## src/sv/traffic_light_go_confidence_top_macros.svh

```systemverilog
// Assertion macros shared by the go-confidence RTL.
// Included by the files that carry concurrent assertions; no other dependencies.
`ifndef TRAFFIC_LIGHT_GO_CONFIDENCE_TOP_MACROS_SVH
`define TRAFFIC_LIGHT_GO_CONFIDENCE_TOP_MACROS_SVH

// same-cycle implication, checked out of reset
`define TLGC_ASSERT_IMP(label, clk, rst_n, ante, cons, msg) \
    label: assert property (@(posedge clk) disable iff (!(rst_n)) (ante) |-> (cons)) \
        else $error(msg);

// next-cycle implication, checked out of reset
`define TLGC_ASSERT_NEXT(label, clk, rst_n, ante, cons, msg) \
    label: assert property (@(posedge clk) disable iff (!(rst_n)) (ante) |=> (cons)) \
        else $error(msg);

`endif

```

## src/sv/tlgc_pkg.sv

```systemverilog
// Shared types and constants for the traffic light go-confidence block.
// No dependencies.
package tlgc_pkg;

    localparam int COORD_BITS_DEF = 12;
    localparam int COUNT_BITS_DEF = 8;
    localparam int FRAC_BITS_DEF  = 16;
    localparam int CFG_IDX_BITS   = 2;
    localparam int LEVEL_BITS     = 3;

    typedef enum logic [CFG_IDX_BITS-1:0] {
        REG_ROI_LEFT,
        REG_ROI_RIGHT,
        REG_ROI_TOP,
        REG_ROI_BOTTOM
    } t_cfg_reg;

    localparam logic [LEVEL_BITS-1:0] LVL_STRONG_STOP = 3'd0;
    localparam logic [LEVEL_BITS-1:0] LVL_STOP        = 3'd1;
    localparam logic [LEVEL_BITS-1:0] LVL_CAUTION     = 3'd2;
    localparam logic [LEVEL_BITS-1:0] LVL_GO          = 3'd3;
    localparam logic [LEVEL_BITS-1:0] LVL_STRONG_GO   = 3'd4;

    typedef enum logic [2:0] {
        S_IDLE,
        S_START,
        S_MULK,
        S_MULR,
        S_CORR,
        S_OUT
    } t_seq_state;

    // confidence update steps, applied in this priority order
    typedef enum logic [1:0] {
        OP_PULL,
        OP_RED_IN,
        OP_RED_OUT,
        OP_GREEN
    } t_op;

    typedef struct packed {
        logic start;  // clamp confidence, latch pending steps
        logic mulk;   // x = k * operand + rounding
        logic mulr;   // q estimate = x * reciprocal
        logic corr;   // correct q, write confidence
        logic done;   // load result register, clear counters
    } t_seq_ctl;

    typedef struct packed {
        logic red_in;
        logic red_out;
        logic green_in;
    } t_cnt_flags;

endpackage

```

## src/sv/tlgc_if.sv

```systemverilog
// Handshake interfaces for box input, result output and register writes.
// Depends on tlgc_pkg for default widths.
interface tlgc_in_if #(
    parameter int COORD_BITS = tlgc_pkg::COORD_BITS_DEF
);
    logic                  valid;
    logic                  ready;
    logic                  has_component;
    logic                  is_green;
    logic                  filtered;
    logic [COORD_BITS-1:0] min_x;
    logic [COORD_BITS-1:0] max_x;
    logic [COORD_BITS-1:0] min_y;
    logic [COORD_BITS-1:0] max_y;
    logic                  end_of_frame;

    modport source (output valid, has_component, is_green, filtered,
                    min_x, max_x, min_y, max_y, end_of_frame, input ready);
    modport sink   (input valid, has_component, is_green, filtered,
                    min_x, max_x, min_y, max_y, end_of_frame, output ready);
endinterface

interface tlgc_out_if #(
    parameter int FRAC_BITS  = tlgc_pkg::FRAC_BITS_DEF,
    parameter int COUNT_BITS = tlgc_pkg::COUNT_BITS_DEF
);
    logic                  valid;
    logic                  ready;
    logic [FRAC_BITS:0]    go_confidence;
    logic [2:0]            go_level;
    logic [COUNT_BITS-1:0] red_inside_total;
    logic [COUNT_BITS-1:0] green_inside_total;

    modport source (output valid, go_confidence, go_level, red_inside_total,
                    green_inside_total, input ready);
    modport sink   (input valid, go_confidence, go_level, red_inside_total,
                    green_inside_total, output ready);
endinterface

interface tlgc_cfg_if #(
    parameter int COORD_BITS = tlgc_pkg::COORD_BITS_DEF
);
    logic                              valid;
    logic                              ready;
    logic [tlgc_pkg::CFG_IDX_BITS-1:0] index;
    logic [COORD_BITS-1:0]             data;

    modport source (output valid, index, data, input ready);
    modport sink   (input valid, index, data, output ready);
endinterface

```

## src/sv/tlgc_boxcnt.sv

```systemverilog
// Region-of-interest test and saturating per-frame box counters.
// Depends on tlgc_pkg and the assertion macro header.
`include "traffic_light_go_confidence_top_macros.svh"

module tlgc_boxcnt #(
    parameter int COORD_BITS = tlgc_pkg::COORD_BITS_DEF,
    parameter int COUNT_BITS = tlgc_pkg::COUNT_BITS_DEF
) (
    input  logic                  i_clk,
    input  logic                  i_rst_n,
    input  logic                  i_acc,
    input  logic                  i_has,
    input  logic                  i_green,
    input  logic                  i_filt,
    input  logic [COORD_BITS-1:0] i_min_x,
    input  logic [COORD_BITS-1:0] i_max_x,
    input  logic [COORD_BITS-1:0] i_min_y,
    input  logic [COORD_BITS-1:0] i_max_y,
    input  logic [COORD_BITS-1:0] i_roi_left,
    input  logic [COORD_BITS-1:0] i_roi_right,
    input  logic [COORD_BITS-1:0] i_roi_top,
    input  logic [COORD_BITS-1:0] i_roi_bottom,
    input  logic                  i_clr,
    output logic [COUNT_BITS-1:0] o_red_in,
    output logic [COUNT_BITS-1:0] o_green_in,
    output tlgc_pkg::t_cnt_flags  o_flags
);
    import tlgc_pkg::*;

    localparam logic [COUNT_BITS-1:0] CNT_MAX = '1;

    logic [COUNT_BITS-1:0] r_red_in, r_red_out, r_green_in;
    logic [COUNT_BITS-1:0] n_red_in, n_red_out, n_green_in;
    logic                  l_inside, l_count;

    function automatic logic [COUNT_BITS-1:0] sat_inc(input logic [COUNT_BITS-1:0] v);
        return (v == CNT_MAX) ? CNT_MAX : v + COUNT_BITS'(1);
    endfunction

    // strictly inside the region on every edge
    assign l_inside = (i_min_x > i_roi_left) && (i_max_x < i_roi_right) &&
                      (i_min_y > i_roi_top)  && (i_max_y < i_roi_bottom);
    assign l_count  = i_acc && i_has && !i_filt;

    always_comb begin
        n_red_in   = r_red_in;
        n_red_out  = r_red_out;
        n_green_in = r_green_in;
        if (i_clr) begin
            n_red_in   = '0;
            n_red_out  = '0;
            n_green_in = '0;
        end else if (l_count) begin
            if (i_green) begin
                if (l_inside) n_green_in = sat_inc(r_green_in);
            end else if (l_inside) begin
                n_red_in = sat_inc(r_red_in);
            end else begin
                n_red_out = sat_inc(r_red_out);
            end
        end
    end

    always_ff @(posedge i_clk) begin
        if (!i_rst_n) begin
            r_red_in   <= '0;
            r_red_out  <= '0;
            r_green_in <= '0;
        end else begin
            r_red_in   <= n_red_in;
            r_red_out  <= n_red_out;
            r_green_in <= n_green_in;
        end
    end

    assign o_red_in         = r_red_in;
    assign o_green_in       = r_green_in;
    assign o_flags.red_in   = (r_red_in != '0);
    assign o_flags.red_out  = (r_red_out != '0);
    assign o_flags.green_in = (r_green_in != '0);

    `TLGC_ASSERT_NEXT(a_cnt_hold, i_clk, i_rst_n, !l_count && !i_clr, $stable(r_red_in) && $stable(r_red_out) && $stable(r_green_in), "counters moved without a box or clear")

endmodule

```

## src/sv/tlgc_mdu.sv

```systemverilog
// Shared multiply unit: k*c or k*(1-c) + rounding, then divide by ten through a
// reciprocal multiply and one correction step. Holds the confidence register.
// Depends on tlgc_pkg and the assertion macro header.
`include "traffic_light_go_confidence_top_macros.svh"

module tlgc_mdu #(
    parameter int FRAC_BITS = tlgc_pkg::FRAC_BITS_DEF
) (
    input  logic                i_clk,
    input  logic                i_rst_n,
    input  tlgc_pkg::t_seq_ctl  i_ctl,
    input  tlgc_pkg::t_op       i_op,
    output logic [FRAC_BITS:0]  o_conf
);
    import tlgc_pkg::*;

    localparam int CW = FRAC_BITS + 1;
    localparam int XW = FRAC_BITS + 4;   // holds 9*ONE + ONE/2 + 5
    localparam logic [CW-1:0] ONE      = CW'(1) << FRAC_BITS;
    localparam logic [CW-1:0] HALF     = ONE >> 1;
    localparam logic [XW-1:0] RND      = XW'(5);
    localparam logic [XW-1:0] ADD_PULL = XW'(HALF) + RND;
    localparam logic [XW-1:0] DIV_BASE = XW'(10);
    localparam logic [XW-1:0] K_NINE   = XW'(9);
    localparam logic [XW-1:0] K_SEVEN  = XW'(7);
    localparam logic [XW-1:0] RECIP    = XW'((64'd1 << XW) / 64'd10);

    logic [CW-1:0]   r_conf, n_conf;
    logic [XW-1:0]   r_x, r_qe;
    logic [XW-1:0]   l_opnd, l_k, l_add, l_mul_a, l_mul_b;
    logic [2*XW-1:0] l_prod;
    logic [XW-1:0]   l_q10, l_rem, l_q;
    logic [CW-1:0]   l_qc, l_res, l_clamp;

    always_comb begin
        l_opnd = (i_op == OP_GREEN) ? XW'(ONE - r_conf) : XW'(r_conf);
        l_k    = ((i_op == OP_PULL) || (i_op == OP_RED_OUT)) ? K_NINE : K_SEVEN;
        l_add  = (i_op == OP_PULL) ? ADD_PULL : RND;
    end

    // the one multiplier, used twice per step
    assign l_mul_a = i_ctl.mulk ? l_opnd : r_x;
    assign l_mul_b = i_ctl.mulk ? l_k : RECIP;
    assign l_prod  = l_mul_a * l_mul_b;

    // estimate is low by at most one
    always_comb begin
        l_q10   = (r_qe << 3) + (r_qe << 1);
        l_rem   = r_x - l_q10;
        l_q     = (l_rem >= DIV_BASE) ? r_qe + XW'(1) : r_qe;
        l_qc    = l_q[CW-1:0];
        l_res   = (i_op == OP_GREEN) ? ONE - l_qc : l_qc;
        n_conf  = (l_res > ONE) ? ONE : l_res;
        l_clamp = (r_conf > ONE) ? ONE : r_conf;
    end

    always_ff @(posedge i_clk) begin
        if (!i_rst_n) begin
            r_conf <= HALF;
        end else if (i_ctl.start) begin
            r_conf <= l_clamp;
        end else if (i_ctl.corr) begin
            r_conf <= n_conf;
        end
    end

    always_ff @(posedge i_clk) begin
        if (i_ctl.mulk) r_x <= l_prod[XW-1:0] + l_add;
        if (i_ctl.mulr) r_qe <= l_prod[2*XW-1:XW];
    end

    assign o_conf = r_conf;

    `TLGC_ASSERT_IMP(a_conf_range, i_clk, i_rst_n, 1'b1, r_conf <= ONE, "confidence above one")
    `TLGC_ASSERT_NEXT(a_conf_hold, i_clk, i_rst_n, !i_ctl.start && !i_ctl.corr, $stable(r_conf), "confidence changed outside an update step")

endmodule

```

## src/sv/tlgc_seq.sv

```systemverilog
// Frame-end sequencer: orders the update steps on the shared multiply unit
// and hands the result to the output register. Depends on tlgc_pkg and macros.
`include "traffic_light_go_confidence_top_macros.svh"

module tlgc_seq (
    input  logic                 i_clk,
    input  logic                 i_rst_n,
    input  logic                 i_eof_acc,
    input  tlgc_pkg::t_cnt_flags i_flags,
    input  logic                 i_out_free,
    output tlgc_pkg::t_seq_ctl   o_ctl,
    output tlgc_pkg::t_op        o_op,
    output logic                 o_idle
);
    import tlgc_pkg::*;

    t_seq_state r_state, n_state;
    logic r_pull, r_red, r_red_in, r_green;
    logic n_pull, n_red, n_red_in, n_green;
    logic l_any_new, l_more;
    t_op  l_op;

    // pending steps as they would be latched at start
    always_comb begin
        n_pull    = !i_flags.red_in && !i_flags.green_in;
        n_red     = i_flags.red_in || i_flags.red_out;
        n_red_in  = i_flags.red_in;
        n_green   = i_flags.green_in;
        l_any_new = n_pull || n_red || n_green;
    end

    always_comb begin
        if (r_pull)     l_op = OP_PULL;
        else if (r_red) l_op = r_red_in ? OP_RED_IN : OP_RED_OUT;
        else            l_op = OP_GREEN;
        l_more = r_pull ? (r_red || r_green) : (r_red ? r_green : 1'b0);
    end

    always_comb begin
        n_state = r_state;
        case (r_state)
            S_IDLE:  if (i_eof_acc) n_state = S_START;
            S_START: n_state = l_any_new ? S_MULK : S_OUT;
            S_MULK:  n_state = S_MULR;
            S_MULR:  n_state = S_CORR;
            S_CORR:  n_state = l_more ? S_MULK : S_OUT;
            S_OUT:   if (i_out_free) n_state = S_IDLE;
            default: n_state = S_IDLE;
        endcase
    end

    always_comb begin
        o_ctl       = '0;
        o_ctl.start = (r_state == S_START);
        o_ctl.mulk  = (r_state == S_MULK);
        o_ctl.mulr  = (r_state == S_MULR);
        o_ctl.corr  = (r_state == S_CORR);
        o_ctl.done  = (r_state == S_OUT) && i_out_free;
        o_op        = l_op;
        o_idle      = (r_state == S_IDLE);
    end

    always_ff @(posedge i_clk) begin
        if (!i_rst_n) begin
            r_state  <= S_IDLE;
            r_pull   <= 1'b0;
            r_red    <= 1'b0;
            r_red_in <= 1'b0;
            r_green  <= 1'b0;
        end else begin
            r_state <= n_state;
            if (r_state == S_START) begin
                r_pull   <= n_pull;
                r_red    <= n_red;
                r_red_in <= n_red_in;
                r_green  <= n_green;
            end else if (r_state == S_CORR) begin
                // retire the step just finished
                if (r_pull)     r_pull  <= 1'b0;
                else if (r_red) r_red   <= 1'b0;
                else            r_green <= 1'b0;
            end
        end
    end

    `TLGC_ASSERT_IMP(a_corr_after_mul, i_clk, i_rst_n, r_state == S_CORR, $past(r_state) == S_MULR, "correction step without reciprocal multiply")
    `TLGC_ASSERT_IMP(a_out_no_pending, i_clk, i_rst_n, r_state == S_OUT, !r_pull && !r_red && !r_green, "result offered with update steps pending")

endmodule

```

## src/sv/traffic_light_go_confidence_top.sv

```systemverilog
// Traffic light go-confidence: a box or frame-end marker is accepted in every
// cycle while idle; boxes are sorted against the region of interest and counted
// in the accept cycle. A frame-end transaction then runs the confidence update
// on one shared multiplier: a clamp, one or two steps (each a multiply by 9 or 7
// with rounding, a multiply by the reciprocal of ten and a quotient correction),
// and a final load of the result register; input is not taken again until
// that load, which waits until the result register is free.
// Registers may be written at any time the block is idle.
// Depends on tlgc_pkg, tlgc_if, tlgc_boxcnt, tlgc_mdu and tlgc_seq.
module traffic_light_go_confidence_top #(
    parameter int COORD_BITS = tlgc_pkg::COORD_BITS_DEF,
    parameter int COUNT_BITS = tlgc_pkg::COUNT_BITS_DEF,
    parameter int FRAC_BITS  = tlgc_pkg::FRAC_BITS_DEF
) (
    input  logic        i_clk,
    input  logic        i_rst_n,
    tlgc_in_if.sink     i_item,
    tlgc_cfg_if.sink    i_cfg,
    tlgc_out_if.source  o_result
);
    import tlgc_pkg::*;

    localparam int CW = FRAC_BITS + 1;
    localparam int TW = FRAC_BITS + 5;
    localparam logic [TW-1:0] ONE_T  = TW'(1) << FRAC_BITS;
    localparam logic [TW-1:0] THR_SG = (ONE_T << 3) + ONE_T;
    localparam logic [TW-1:0] THR_G  = (ONE_T << 3) - ONE_T;
    localparam logic [TW-1:0] THR_C  = ONE_T << 2;
    localparam logic [TW-1:0] THR_S  = (ONE_T << 1) + ONE_T;

    logic [COORD_BITS-1:0] r_roi_left, r_roi_right, r_roi_top, r_roi_bottom;
    logic                  r_out_valid;
    logic [CW-1:0]         r_out_conf;
    logic [2:0]            r_out_level;
    logic [COUNT_BITS-1:0] r_out_red, r_out_green;

    logic                  l_in_acc, l_cfg_acc, l_out_free, l_idle;
    logic [COUNT_BITS-1:0] l_red_in, l_green_in;
    logic [CW-1:0]         l_conf;
    logic [TW-1:0]         l_conf10;
    logic [2:0]            l_level;
    t_cnt_flags            l_flags;
    t_seq_ctl              l_ctl;
    t_op                   l_op;

    assign i_item.ready = l_idle;
    assign i_cfg.ready  = 1'b1;
    assign l_in_acc     = i_item.valid && i_item.ready;
    assign l_cfg_acc    = i_cfg.valid && i_cfg.ready;
    assign l_out_free   = !r_out_valid || o_result.ready;

    always_ff @(posedge i_clk) begin
        if (!i_rst_n) begin
            r_roi_left   <= COORD_BITS'(256);
            r_roi_right  <= COORD_BITS'(1024);
            r_roi_top    <= '0;
            r_roi_bottom <= COORD_BITS'(360);
        end else if (l_cfg_acc) begin
            case (t_cfg_reg'(i_cfg.index))
                REG_ROI_LEFT:   r_roi_left   <= i_cfg.data;
                REG_ROI_RIGHT:  r_roi_right  <= i_cfg.data;
                REG_ROI_TOP:    r_roi_top    <= i_cfg.data;
                REG_ROI_BOTTOM: r_roi_bottom <= i_cfg.data;
                default: ;
            endcase
        end
    end

    tlgc_boxcnt #(
        .COORD_BITS (COORD_BITS),
        .COUNT_BITS (COUNT_BITS)
    ) u_boxcnt (
        .i_clk        (i_clk),
        .i_rst_n      (i_rst_n),
        .i_acc        (l_in_acc),
        .i_has        (i_item.has_component),
        .i_green      (i_item.is_green),
        .i_filt       (i_item.filtered),
        .i_min_x      (i_item.min_x),
        .i_max_x      (i_item.max_x),
        .i_min_y      (i_item.min_y),
        .i_max_y      (i_item.max_y),
        .i_roi_left   (r_roi_left),
        .i_roi_right  (r_roi_right),
        .i_roi_top    (r_roi_top),
        .i_roi_bottom (r_roi_bottom),
        .i_clr        (l_ctl.done),
        .o_red_in     (l_red_in),
        .o_green_in   (l_green_in),
        .o_flags      (l_flags)
    );

    tlgc_seq u_seq (
        .i_clk      (i_clk),
        .i_rst_n    (i_rst_n),
        .i_eof_acc  (l_in_acc && i_item.end_of_frame),
        .i_flags    (l_flags),
        .i_out_free (l_out_free),
        .o_ctl      (l_ctl),
        .o_op       (l_op),
        .o_idle     (l_idle)
    );

    tlgc_mdu #(
        .FRAC_BITS (FRAC_BITS)
    ) u_mdu (
        .i_clk   (i_clk),
        .i_rst_n (i_rst_n),
        .i_ctl   (l_ctl),
        .i_op    (l_op),
        .o_conf  (l_conf)
    );

    // levels compare 10*c against whole multiples of one
    always_comb begin
        l_conf10 = (TW'(l_conf) << 3) + (TW'(l_conf) << 1);
        if (l_conf10 > THR_SG)     l_level = LVL_STRONG_GO;
        else if (l_conf10 > THR_G) l_level = LVL_GO;
        else if (l_conf10 > THR_C) l_level = LVL_CAUTION;
        else if (l_conf10 > THR_S) l_level = LVL_STOP;
        else                       l_level = LVL_STRONG_STOP;
    end

    always_ff @(posedge i_clk) begin
        if (!i_rst_n) begin
            r_out_valid <= 1'b0;
        end else if (l_ctl.done) begin
            r_out_valid <= 1'b1;
        end else if (o_result.ready) begin
            r_out_valid <= 1'b0;
        end
    end

    always_ff @(posedge i_clk) begin
        if (l_ctl.done) begin
            r_out_conf  <= l_conf;
            r_out_level <= l_level;
            r_out_red   <= l_red_in;
            r_out_green <= l_green_in;
        end
    end

    assign o_result.valid              = r_out_valid;
    assign o_result.go_confidence      = r_out_conf;
    assign o_result.go_level           = r_out_level;
    assign o_result.red_inside_total   = r_out_red;
    assign o_result.green_inside_total = r_out_green;

endmodule

```

## src/flat_wrapper.sv

```systemverilog
// flat-port wrapper written by rule: the top's interface ports become plain ports
module traffic_light_go_confidence_top_flat import tlgc_pkg::*;
#(
    parameter int COORD_BITS = tlgc_pkg::COORD_BITS_DEF,
    parameter int COUNT_BITS = tlgc_pkg::COUNT_BITS_DEF,
    parameter int FRAC_BITS  = tlgc_pkg::FRAC_BITS_DEF
)
  (i_clk, i_rst_n, i_item_valid, i_item_has_component, i_item_is_green, i_item_filtered, i_item_min_x, i_item_max_x, i_item_min_y, i_item_max_y, i_item_end_of_frame, i_item_ready, i_cfg_valid, i_cfg_index, i_cfg_data, i_cfg_ready, o_result_valid, o_result_go_confidence, o_result_go_level, o_result_red_inside_total, o_result_green_inside_total, o_result_ready);
  tlgc_in_if #(.COORD_BITS(COORD_BITS)) i_item_i ();
  tlgc_cfg_if #(.COORD_BITS(COORD_BITS)) i_cfg_i ();
  tlgc_out_if #(.FRAC_BITS(FRAC_BITS), .COUNT_BITS(COUNT_BITS)) o_result_i ();
  input  logic i_clk;
  input  logic i_rst_n;
  input wire logic [$bits(i_item_i.valid)-1:0] i_item_valid;
  input wire logic [$bits(i_item_i.has_component)-1:0] i_item_has_component;
  input wire logic [$bits(i_item_i.is_green)-1:0] i_item_is_green;
  input wire logic [$bits(i_item_i.filtered)-1:0] i_item_filtered;
  input wire logic [$bits(i_item_i.min_x)-1:0] i_item_min_x;
  input wire logic [$bits(i_item_i.max_x)-1:0] i_item_max_x;
  input wire logic [$bits(i_item_i.min_y)-1:0] i_item_min_y;
  input wire logic [$bits(i_item_i.max_y)-1:0] i_item_max_y;
  input wire logic [$bits(i_item_i.end_of_frame)-1:0] i_item_end_of_frame;
  output wire logic [$bits(i_item_i.ready)-1:0] i_item_ready;
  input wire logic [$bits(i_cfg_i.valid)-1:0] i_cfg_valid;
  input wire logic [$bits(i_cfg_i.index)-1:0] i_cfg_index;
  input wire logic [$bits(i_cfg_i.data)-1:0] i_cfg_data;
  output wire logic [$bits(i_cfg_i.ready)-1:0] i_cfg_ready;
  output wire logic [$bits(o_result_i.valid)-1:0] o_result_valid;
  output wire logic [$bits(o_result_i.go_confidence)-1:0] o_result_go_confidence;
  output wire logic [$bits(o_result_i.go_level)-1:0] o_result_go_level;
  output wire logic [$bits(o_result_i.red_inside_total)-1:0] o_result_red_inside_total;
  output wire logic [$bits(o_result_i.green_inside_total)-1:0] o_result_green_inside_total;
  input wire logic [$bits(o_result_i.ready)-1:0] o_result_ready;
  assign i_item_i.valid = i_item_valid;
  assign i_item_i.has_component = i_item_has_component;
  assign i_item_i.is_green = i_item_is_green;
  assign i_item_i.filtered = i_item_filtered;
  assign i_item_i.min_x = i_item_min_x;
  assign i_item_i.max_x = i_item_max_x;
  assign i_item_i.min_y = i_item_min_y;
  assign i_item_i.max_y = i_item_max_y;
  assign i_item_i.end_of_frame = i_item_end_of_frame;
  assign i_item_ready = i_item_i.ready;
  assign i_cfg_i.valid = i_cfg_valid;
  assign i_cfg_i.index = i_cfg_index;
  assign i_cfg_i.data = i_cfg_data;
  assign i_cfg_ready = i_cfg_i.ready;
  assign o_result_valid = o_result_i.valid;
  assign o_result_go_confidence = o_result_i.go_confidence;
  assign o_result_go_level = o_result_i.go_level;
  assign o_result_red_inside_total = o_result_i.red_inside_total;
  assign o_result_green_inside_total = o_result_i.green_inside_total;
  assign o_result_i.ready = o_result_ready;
  traffic_light_go_confidence_top #(.COORD_BITS(COORD_BITS), .COUNT_BITS(COUNT_BITS), .FRAC_BITS(FRAC_BITS)) u_core (.i_clk(i_clk), .i_rst_n(i_rst_n), .i_item(i_item_i), .i_cfg(i_cfg_i), .o_result(o_result_i));
endmodule
```

## config.mk

```make
export PLATFORM = sky130hd
export DESIGN_NAME = traffic_light_go_confidence_top_flat
export DESIGN_NICKNAME = d
export VERILOG_FILES = /design/src/sv/tlgc_pkg.sv /design/src/sv/tlgc_if.sv /design/src/sv/tlgc_boxcnt.sv /design/src/sv/tlgc_mdu.sv /design/src/sv/tlgc_seq.sv /design/src/sv/traffic_light_go_confidence_top.sv /design/src/flat_wrapper.sv
export VERILOG_INCLUDE_DIRS = /design/src /design/src/sv
export SDC_FILE = /design/constraint.sdc
export NUM_CORES = 1
export LEC_CHECK = 0
export ABC_AREA = 1
export BUFFER_PORTS_ARGS = -buffer_cell sky130_fd_sc_hd__clkbuf_2
export CAP_MARGIN = 20
export CORE_MARGIN = 2
export CORE_UTILIZATION = 50
export DETAILED_ROUTE_END_ITERATION = 7
export GPL_ROUTABILITY_DRIVEN = 0
export PLACE_DENSITY = 0.67
export RECOVER_POWER = 25
export SYNTH_ARGS = -nofsm -noshare
export SYNTH_HDL_FRONTEND = slang
export SYNTH_SLANG_ARGS = --single-unit
```

## constraint.sdc

```tcl
create_clock -name i_clk -period 9.65 [get_ports i_clk]
set_input_delay 0.965 -clock i_clk [delete_from_list [all_inputs] [get_ports i_clk]]
set_output_delay 0.965 -clock i_clk [all_outputs]
set_load 0.02 [all_outputs]
```

==> impl_metrics.sql <==
INSERT INTO impl_metrics (metric_group, metric, value, unit) VALUES
('run_status', 'run_status', 'finished with violations', ''),
('run_status', 'violations_in_the_final_reports', 'max-capacitance violations, max-slew violations', ''),
('run', 'max_cap_viol_count', '1', ''),
('placement', 'placed_cell_area', '0.0203', 'mm^2'),
('yosys', 'synthesis.instances', '2416', ''),
('sta', 'timing_max_transition_violations_final', '48', ''),
('sta', 'grt_setup_unrepaired', 'no', ''),
('yosys', 'synthDistinctLibCells', '56', ''),
('setup_path', 'worst-setup-path-type', 'register to register', ''),
('placement', 'dp_worst_setup_slack', '0.912', 'ns'),
('clocking', 'clock_tree.htree_level_count', '4', ''),
('die', 'initial_utilization', '0.509', ''),
('detailed_routing', 'ant_nets', '0', ''),
('yosys', 'dominant_cell_by_count_in_the_synthesized_netlist', 'inv_1', ''),
('global_route', 'groute.layer.met2.usage', '0.428', ''),
('yosys', 'synth_enable_flop_cells', '73', ''),
('detailed_routing', 'detail_route.wirelength', '47900', 'um'),
('layout', 'final_nets', '3007', ''),
('detailed_routing', 'initialDrtViolationCount', '950', ''),
('clocking', 'cts_post_setup_buffers_inserted', '0', ''),
('setup_path', 'cpMostUsedCell', 'inv_1', ''),
('detailed_routing', 'drt_pass1_iterations', '5', ''),
('global_route', 'grt_overflow', '0', ''),
('global_route', 'grt_pass1_wl', '77000', 'um'),
('detailed_routing', 'routedWlPerCell', '15.7', 'um'),
('yosys', 'synth_seq_area_share', '0.215', ''),
('yosys', 'synthesis.nets', '2903', ''),
('sta', 'fin_crit', '8.82', 'ns'),
('setup_path', 'critical_path.max_fanout', '26', ''),
('clocking', 'clock_network_latency_to_the_later_pin_of_the_worst_skew_pair', '0.43', 'ns'),
('setup_path', 'cpMaxStageDelayCell', 'inv_1', ''),
('setup_path', 'worst-endpoint-arrival', '8.99', 'ns'),
('placement', 'placement.io_buffers', '108', ''),
('clocking', 'tritoncts_clock_tree', 'done', ''),
('die', 'core-area', '0.0378', 'mm^2'),
('sta', 'max_freq', '113', 'MHz'),
('detailed_routing', 'total_vias_in_the_final_route', '15900', ''),
('sta', 'hold_violations', '0', ''),
('yosys', 'yosys.area.top_type_share', '0.171', ''),
('sta', 'total_negative_setup_slack', '0', 'ns'),
('clocking', 'root_buffer', 'clkbuf_16', ''),
('layout', 'layout-drive-gt1-share', '0.102', ''),
('global_route', 'antenna_violations_before_repair', '0', ''),
('clocking', 'cts_hold_buf', '0', ''),
('layout', 'antenna_cells_inserted', '0', ''),
('yosys', 'synthesis_warnings', '0', ''),
('clocking', 'tritoncts_num_sinks', '170', ''),
('global_route', 'busiest_layer', 'met2', ''),
('clocking', 'tritoncts.num_buffers', '17', ''),
('detailed_routing', 'detail_route.drc_violations', '0', ''),
('yosys', 'post_synth.cell_area_avg', '7.95', 'um^2'),
('global_route', 'grt_util_all_layers', '0.243', ''),
('sta', 'layout_setup_ws', '0.834', 'ns'),
('sta', 'setup_viol', '0', ''),
('clocking', 'post_cts_resized', '0', ''),
('yosys', 'ys.flop_type', 'dfxtp_1', ''),
('layout', 'area.growth.synth_to_final', '8.84', '%'),
('setup_path', 'critical_path.startpoint_type', 'register', ''),
('layout', 'design_area', '0.0209', 'mm^2'),
('layout', 'fillCellCount', '3536', ''),
('hold_path', 'hold_class', 'register to register', ''),
('die', 'floorplan.die.height', '200', 'um'),
('sta', 'timing.clock.skew', '0.0139', 'ns'),
('yosys', 'synth_async_sr_flop_share', '0', ''),
('yosys', 'most_frequent_cells_after_synthesis', '495 x inv_1, 431 x nand2_1, 252 x ha_1', ''),
('yosys', 'postSynthRegisterBits', '170', ''),
('sta', 'timing.max_slew.rel_slack', '-0.152', ''),
('setup_path', 'data_required_time_at_the_worst_endpoint', '9.83', 'ns'),
('global_route', 'vias_in_the_first_global_route', '15400', ''),
('clocking', 'cts.reportedPaths.clkPinSlew', '0.07', 'ns'),
('yosys', 'synth.top_cells.by_area', 'fa_1 17%, ha_1 16%, edfxtp_1 11%', '');
[cell usage in the layout (no fill, tap or decap), types with 30 or more instances in the layout]
| master | n |
|---|---|
| xnor2_1 | 31 |
| nand2_2 | 35 |
| nand3_1 | 113 |
| fa_1 | 164 |
| clkbuf_2 | 107 |
| inv_1 | 495 |
| nor3_1 | 34 |
| o21ai_0 | 90 |
| dfxtp_1 | 97 |
| a21oi_1 | 150 |
| nor2_1 | 142 |
| nand4_1 | 30 |
| xor2_1 | 66 |
| nand2_1 | 431 |
| ha_1 | 252 |
| edfxtp_1 | 73 |
[layer usage]
metal  vias to the layer above  wire length (um)
met5                         -                 0
met2                       423             23400
met4                         0              1220
met3                        79              2310
li1                       7938                 -
met1                      7434             21000
[cell type report]
class,count,area (um^2),share of cell area
Multi-Input combinational cell,1690,13000,0.620
Sequential cell,170,4130,0.198
Inverter,518,1940,0.0930
Timing Repair Buffer,123,653,0.0312
Tap cell,511,639,0.0306
Clock buffer,20,479,0.0229
Clock inverter,12,97.6,0.00467
[sequential cells by signal (all words and copies together), names as in the netlist]
register / count
u_core.u_mdu.o_conf: 17
u_core.r_roi_left: 12
u_core.u_boxcnt.o_green_in: 8
u_core.o_result.red_inside_total: 8
u_core.o_result.green_inside_total: 8
u_core.u_mdu.r_x: 20
u_core.u_seq.r_green: 1
u_core.r_roi_bottom: 12
u_core.u_boxcnt.o_red_in: 8
u_core.u_seq.r_red_in: 1
u_core.u_seq.r_pull: 1
u_core.u_mdu.r_qe: 17
u_core.o_result.go_level: 3
u_core.o_result.go_confidence: 17
u_core.o_result.valid: 1
u_core.u_seq.r_state: 3
u_core.r_roi_top: 12
u_core.u_seq.r_red: 1
u_core.u_boxcnt.r_red_out: 8
u_core.r_roi_right: 12
[kinds of logic after synthesis]
family,Yosys count,synth area share
AOI/OAI and AO/OA,329,0.0967
xor gates and xnor gates,97,0.0442
adders and majority gates,416,0.335
buffers and inverters,556,0.111
DFF,170,0.215
other,1,0.000195
and+or+nand+nor,847,0.198
[path summary, 6_finish.rpt]
check        cells after the start                    end  slack [ns]                     from
min                              2  u_core.r_roi_right[0]        0.46    u_core.r_roi_right[0]
max                             34  u_core.u_mdu.r_qe[14]        0.83  u_core.u_seq.r_state[2]
max reg2reg                     34  u_core.u_mdu.r_qe[14]        0.83  u_core.u_seq.r_state[2]
min reg2reg                      2  u_core.r_roi_right[0]        0.46    u_core.r_roi_right[0]
[worst max-delay path, delay by kind of cell, from the launching register on]
family / cells / cell delay (ns)
adders and majority gates: 7 / 2.97
DFF: 1 / 0.36
AOI/OAI and AO/OA: 8 / 1.91
xor gates and xnor gates: 1 / 0.08
and+or+nand+nor: 7 / 1.16
buffers and inverters: 11 / 2.08
[per-stage QoR]
stage	hold WS, ns	cells	utilization
after global placement	0.443	3011	0.538
after detailed placement	0.446	3011	0.538
after global routing	0.469	3044	0.554
after floorplan	0.424	2416	-
final	0.458	3044	0.554
after CTS	0.457	3043	0.553
Power is left out: the tool's default activity adds up to more than one toggle a clock period on the data nets, which glitch-free logic cannot reach.
